--- src/rtl/sssg_ram.sv ---
// ----------------------------------------------------------------------------
// sssg_ram
// Generic single-port-write, single-port-read synchronous RAM with a
// registered read-first output.
// ----------------------------------------------------------------------------
module sssg_ram #(
  parameter int unsigned WIDTH = 8,
  parameter int unsigned DEPTH = 16
) (
  input  logic                     clk_i,
  input  logic                     we_i,
  input  logic [$clog2(DEPTH)-1:0] waddr_i,
  input  logic [WIDTH-1:0]         wdata_i,
  input  logic [$clog2(DEPTH)-1:0] raddr_i,
  output logic [WIDTH-1:0]         rdata_o
);

  logic [WIDTH-1:0] mem [DEPTH];

  always_ff @(posedge clk_i) begin
    if (we_i) begin
      mem[waddr_i] <= wdata_i;
    end
    rdata_o <= mem[raddr_i];
  end

endmodule

--- config.mk ---
export PLATFORM = sky130hd
export DESIGN_NAME = sssg_ram
export DESIGN_NICKNAME = d
export VERILOG_FILES = /design/src/rtl/sssg_ram.sv
export SDC_FILE = /design/constraint.sdc
export NUM_CORES = 1
export LEC_CHECK = 0
export BUFFER_PORTS_ARGS = -buffer_cell sky130_fd_sc_hd__buf_2
export CORE_MARGIN = 2
export CORE_UTILIZATION = 50
export DETAILED_ROUTE_END_ITERATION = 10
export HOLD_SLACK_MARGIN = 0.12
export PLACE_DENSITY = 0.7
export SETUP_SLACK_MARGIN = 0.1
export SYNTH_ARGS = -nofsm -noshare
export SYNTH_HDL_FRONTEND = slang
export SYNTH_SLANG_ARGS = --single-unit
--- constraint.sdc ---
create_clock -name clk_i -period 5.3 [get_ports clk_i]
set_clock_uncertainty 0.2 [all_clocks]
set_input_delay 1.59 -clock clk_i [delete_from_list [all_inputs] [get_ports clk_i]]
set_output_delay 1.59 -clock clk_i [all_outputs]
set_load 0.02 [all_outputs]
# Word-level counts from Yosys, hierarchy flattened
# Memory sizes are Yosys's and may differ from the RTL's. A register that Yosys moved wholly into a read port is not among the register bits.
# Index checks and enable logic that the tools add are counted.
[classes]
mux = 2
[ops]
columns = ["op", "n"]
rows = [
  ["$mux W1", 2],
]
[word_totals]
output_inout_bits = 8
memories = 1
ramBits = 128
register_bits = 0
in_bits = 18
elab_cells = 3
[memory_table]
columns = ["memory", "depth", "width", "read_ports", "rd_clocked_by_memory_dff", "write_ports", "line", "text"]
rows = [
  ["mem", 16, 8, 1, 1, 1, "18", "logic [WIDTH-1:0] mem [DEPTH];"],
]

# Depth between registers and ports, before layout
# Gate-level depths: netlist of run 1.
[depth]
ltp_word = 2
mapped_depth = 5
depth_no_buf = 3

# Worst setup path after synthesis of run 1
# No wires, ideal clock.
[synth_timing]
path_kind = "input to register"
from = "in waddr_i[2]"
to = "mem mem[0][0], enable pin"
arrival_ns = 2.700
cell_stages = 2
path_buffers = 0
slack_ns = 2.017
t_required_ns = 4.717
setup_time_ns = 0.383
cell_sequence = "or3b_2 > nor3_1"
[synth_lines]
columns = ["item", "line", "text"]
rows = [
  ["start, declared", "12", "input logic [$clog2(DEPTH)-1:0] waddr_i,"],
  ["end, declared", "18", ""],
]
# Straight into the memory's write port.

==> flow_summary.toml, run 1 <==
[sta]
fmax_mhz = 302
timing.hold.ws_ns = 0.468
relSlewSlack_pct = 28.9
hold_viol_final = 0
tightest_slew_ns = 1.07
setup_viol = 0
rsz0062_at_grt = "false"
finalMaxSlewViolations = 0
min_period_over_period_pct = 62.4
period_minus_slack_ns = 3.31
finalSetupTns_ns = 0
final.setup.worst_slack_ns = 1.99

[placed_design]
gp_congestion = 0.750
port-buffer-count = 25
dp_cells = 382
dp_hpwl_um = 5990
postPlaceCellArea_mm2 = 0.00538
pre_cts_ws_ns = 1.41

[detailed_routing]
first_pass_iters = 4
dr.first_iter.drc_count = 182
wl_per_cell_um = 23.5
ant_nets = 0
drc = 0
vias_per_cell = 5.71
vias = 2363
totalWireLength_um = 9720

[setup_path]
r2r_start = "mem[5][0]"
arrival_ns = 3.50
required_ns = 5.49
crit_fanout = 32
cp-startpoint = "raddr_i[0]"
cp-start-kind = "input port"
critPathKind = "input port to flip-flop"
setup.worst_path.end_class = "flip-flop"

[pwr]
leakagePower_nw = 1.98
netSwitchingPower_mw = 0.478
total_power_mw = 2.43
power_frac_seq_pct = 49.9
p_int_mw = 1.95
swShare_pct = 19.7
power_density_mw_per_mm2 = 409
p_comb_share_pct = 4.6
max-vdd-ir-drop_v = 0.000190
p_clk_share_pct = 45.5

[final_layout]
synthToLayoutAreaGrowth_pct = 15.4
num_antenna_cells = 0
final_util_pct = 58.6
fill_cells = 698
nNetsFinal = 283
multi_input_area_mm2 = 0.00107
final_area_mm2 = 0.00594
drive_gt1_share_pct = 25.9
fin_cells = 414
regArea_mm2 = 0.00400

[clocking]
cts_tree = "done"
htree_levels = 4
root_buffer = "clkbuf_8"
post-cts-setup-buffers = 0
insertion_delay_ns = 0.51
cts_buffers = 17
postCtsResizedCells = 0
path_clk_slew_ns = 0.06
hold_buffers = 0
cts.sinks = 136
cts_buffer_depth = 2

[logic_synthesis]
synth-seq-cells = 136
yosys_warnings = 0
synth.avg_cell_area_um2 = 22.5
syn_inst = 229
synthDistinctLibCells = 19
synth_area_mm2 = 0.00515
synth.net_count = 247
ys_seq_area_share_pct = 77.8

[min_path]
hold_path_class = "flip-flop to flip-flop"
worstHoldStart = "mem[12][1]"

[global_route]
antenna_found_initial = 0
grt_pass1_wl_um = 14700
track_usage_pct = 19.0
grt-ovfl-total = 0
grt_max_degree = 33
grt_pass1_vias = 2399

[floorplanning]
dieArea_mm2 = 0.0111
start_util_pct = 50.8
core_mm2 = 0.0101
rows = 37
die_y_um = 105
die_x_um = 105
ios = 26

[run_status]
status = "finished clean"

[flow_run]
cap_violations = 0
-- layer usage --
layer	vias up	wire length, um	global-route usage, %	part of all wire, %
li1	1045	-	-	-
met2	94	4770	27.5	49
met4	0	97	7.71	1.0
met3	6	631	5.63	6.5
met5	-	0	0	0
met1	1218	4220	27.5	43
-- critical path, cell delays in order --
cell and delay [ns]:
buf_2 0.79, mux4_1 0.69, a22oi_1 0.32, nand2_1 0.10
-- state kept, by name, summed over array words and instances, names as in the netlist --
name     flops
mem        128
rdata_o      8
-- cells in the final DEF, fill, tap and decap left out --
cell,Yosys,layout
and2_1,1,1
or3b_2,1,1
nor3_2,0,2
clkbuf_8,0,1
buf_2,3,25
mux4_2,18,18
nand2b_1,2,2
clkbuf_1,0,2
nor3_1,4,2
clkbuf_16,0,16
a22oi_1,16,16
edfxtp_1,128,128
bufinv_16,0,3
nor2b_1,1,1
nand3b_1,2,2
mux4_1,14,14
clkinv_2,0,3
dfxtp_1,8,8
and2b_1,1,1
nand2_1,9,9
nor2_1,13,13
clkinv_1,0,6
nand3_1,1,1
buf_4,1,2
clkinvlp_4,0,1
-- cells by family after synthesis --
logic type	count (synthesis)	share of synthesized area, %
AOI/OAI and AO/OA	16	2.33
buffers and inverters	10	1.68
muxes	32	15.0
DFF	136	77.8
and+or+nand+nor	35	3.18
-- cell type report --
class	instances	share of cell area, %
clock inverter	13	2.28
sequential	136	67.4
multi-input combinational	83	18.0
tap	136	2.87
clock buffer	19	7.10
timing repair buffer	27	2.36
-- synthesized netlist by cell type --
cell type | instances | area share, %
edfxtp_1 | 128 | 75
mux4_2 | 18 | 7.9
a22oi_1 | 16 | 2.3
mux4_1 | 14 | 7.1
nor2_1 | 13 | 0.95
nand2_1 | 9 | 0.66
dfxtp_1 | 8 | 3.1
nor3_1 | 4 | 0.39
buf_2 | 3 | 0.29
buf_6 | 3 | 0.66
clkdlybuf4s25_2 | 3 | 0.58
nand2b_1 | 2 | 0.24
nand3b_1 | 2 | 0.29
and2_1 | 1 | 0.12
and2b_1 | 1 | 0.15
buf_4 | 1 | 0.15
nand3_1 | 1 | 0.097
nor2b_1 | 1 | 0.12
or3b_2 | 1 | 0.17
-- power groups by stage --
stage          clock (mW)  combinational, mW  sequential (mW)
4_1_cts              1.12              0.114             1.21
3_3_place_gp            0              0.110             1.23
5_1_grt              1.17              0.122             1.21
2_1_floorplan           0             0.0610             1.24
6_report             1.10              0.112             1.21
3_5_place_dp            0              0.114             1.23
-- final timing paths --
check | endpoint | cells after the start | slack (ns)
setup reg to reg | rdata_o[0] | 3 | 3.67
setup / recovery | rdata_o[0] | 4 | 1.99
hold reg to reg | rdata_o[1] | 3 | 0.47
hold / removal | rdata_o[1] | 3 | 0.47
(Power assumes the default switching activity.)
==> inputs of run 2 (changes only) <==
--- a/config.mk
+++ b/config.mk
@@ -5,6 +5,7 @@
 export SDC_FILE = /design/constraint.sdc
 export NUM_CORES = 1
 export LEC_CHECK = 0
+export ABC_AREA = 1
 export BUFFER_PORTS_ARGS = -buffer_cell sky130_fd_sc_hd__buf_2
 export CORE_MARGIN = 2
 export CORE_UTILIZATION = 50
==> constraint.sdc (replaced) <==
create_clock -name clk_i -period 3.4 [get_ports clk_i]
set_clock_uncertainty 0.2 [all_clocks]
set_input_delay 1.02 -clock clk_i [delete_from_list [all_inputs] [get_ports clk_i]]
set_output_delay 1.02 -clock clk_i [all_outputs]
set_load 0.02 [all_outputs]
==> run 2 against run 1 <==
Effect of this change:
- global-route usage rose by 2.4 points
- power is 70% higher
- largest cell class unchanged
- non-clock buffer count rose by 5
- highest routed layer unchanged
- worst hold slack got worse by 0.0093 ns
- clock power up 82%
==> flow_summary.toml, run 2 <==
[pwr]
leakagePower_nw = 2.86
power_density_mw_per_mm2 = 622
max-vdd-ir-drop_v = 0.000329

[final_layout]
multi_input_area_mm2 = 0.00121
reg_top3 = "mem (128), rdata_o (8)"
drive_gt1_share_pct = 11.0
largest_register_ffs = 128
final_util_pct = 58.5
synthToLayoutAreaGrowth_pct = 14.8
nNetsFinal = 596
final_common_cell = "nand2_1"
num_antenna_cells = 0
fill_cells = 932
most-common-layout-cells = "173 x nand2_1, 128 x edfxtp_1, 100 x inv_1, 97 x nand3_1, 25 x buf_2"
top_register = "mem"
regArea_mm2 = 0.00400

[clocking]
cts_buffer_depth = 2
path_clk_slew_ns = 0.06
cts_buffers = 17
insertion_delay_ns = 0.42
hold_buffers = 0
cts.sinks = 136
root_buffer = "clkbuf_16"
post-cts-setup-buffers = 0
postCtsResizedCells = 0
htree_levels = 4
cts_tree = "done"

[placed_design]
gp_congestion = 0.846
dp_hpwl_um = 7650
port-buffer-count = 25

[floorplanning]
start_util_pct = 50.9
dieArea_mm2 = 0.0124
ios = 26
die_y_um = 111
rows = 39
die_x_um = 111
core_mm2 = 0.0113

[logic_synthesis]
ys_top_cells_by_area = "edfxtp_1 67%, nand2_1 11%, nand3_1 8.4%, inv_1 6.5%, dfxtp_1 2.8%"
ys_seq_area_share_pct = 69.4
synth_top_flop_cell = "edfxtp_1"
synth-seq-cells = 136
synthDistinctLibCells = 12
syn_inst = 551
synth.net_count = 569
synthTopCellsByCount = "173 x nand2_1, 128 x edfxtp_1, 100 x inv_1"
synth_edf_count = 128
synthArstFlopShare_pct = 0
synth_area_mm2 = 0.00577
yosys_warnings = 0
synth.largest_area_cell = "edfxtp_1"
synth.avg_cell_area_um2 = 10.5
yosysMostFrequentCell = "nand2_1"
yosysTopAreaCellShare_pct = 66.7

[detailed_routing]
ant_nets = 0
first_pass_iters = 5
totalWireLength_um = 12800
vias_per_cell = 5.20
dr.first_iter.drc_count = 270
drc = 0
wl_per_cell_um = 17.4
vias = 3814

[setup_path]
arrival_ns = 2.46
required_ns = 3.50
critPathKind = "input port to flip-flop"
cp-start-kind = "input port"
setup.worst_path.end_class = "flip-flop"
crit_fanout = 40

[run_status]
status = "finished clean"

[global_route]
grt-ovfl-total = 0
antenna_found_initial = 0
track_usage_pct = 21.4
grt_pass1_wl_um = 20000
grt_max_degree = 41
grt_pass1_vias = 3726

[sta]
hold_viol_final = 0
relSlewSlack_pct = 38.4
min_period_over_period_pct = 69.4
tightest_slew_ns = 0.920
fmax_mhz = 424
finalMaxSlewViolations = 0
rsz0062_at_grt = "false"
finalSetupTns_ns = 0
setup_viol = 0
period_minus_slack_ns = 2.36

[min_path]
hold_path_class = "flip-flop to flip-flop"

[flow_run]
cap_violations = 0
run 2: changes by cell type after synthesis, sizes merged, moves of 2 or more:
cell           change
a22oi             -16
buf               +17
clkdlybuf4s25      -3
inv              +102
mux4              -32
nand2            +164
nand2b             -2
nand3             +96
nor2               +4
nor3               -4
run 2: logic make-up (layout without fill, tap and decap cells):
kind of cell           Yosys count  in the layout  synth area share, %
and+or+nand+nor                289            289                 21.0
DFF                            136            136                 69.4
buffers and inverters          126            166                 9.52
run 2: path summary, 6_finish.rpt:
path	startpoint	end	slack, ns	cells past startpoint
max	raddr_i[0]	rdata_o[4]	1.04	7
min	mem[12][5]	rdata_o[5]	0.46	6
max reg2reg	mem[1][5]	rdata_o[5]	2.16	6
min reg2reg	mem[12][5]	rdata_o[5]	0.46	6
run 2: layer usage:
metal  wire length (um)  GRT usage [%]
met1               5340           28.5
met2               6380           35.7
met3                759           4.41
met4                272           7.00
met5                  0              0
run 2: per-stage QoR:
step | hold slack, ns | total power, mW | cell area, um^2 | instances | setup WS, ns
2_1_floorplan | 0.407 | 2.06 | 5770 | 551 | 1.23
3_3_place_gp | 0.443 | 2.15 | 5970 | 702 | 0.687
3_5_place_dp | 0.449 | 2.15 | 5970 | 702 | 0.652
4_1_cts | 0.468 | 4.14 | 6620 | 734 | 1.09
5_1_grt | 0.533 | 4.23 | 6620 | 734 | 0.936
6_report | 0.458 | 4.12 | 6620 | 734 | 1.04
run 2: final cells by class:
type / instances / area share, %
inverters: 102 / 5.78
flip-flops and latches: 136 / 60.5
well taps: 143 / 2.70
multi-input cells: 289 / 18.3
clock inverters: 14 / 3.35
clock buffers: 18 / 6.48
repair buffers: 32 / 2.87
run 2: power by group:
part / internal, mW / total, mW / leakage, nW / switching, mW
sequential: 1.87 / 1.89 / 1.22 / 0.0112
clock: 1.31 / 2.00 / 0.307 / 0.696
combinational: 0.0627 / 0.232 / 1.33 / 0.169
total: 3.24 / 4.12 / 2.86 / 0.876
run 2: worst max-delay path: stages:
cell,delay (ns)
buf_2,0.39
buf_4,0.48
nand2_1,0.10
nand3_1,0.10
nand3_1,0.10
nand3_1,0.17
nand2_1,0.06
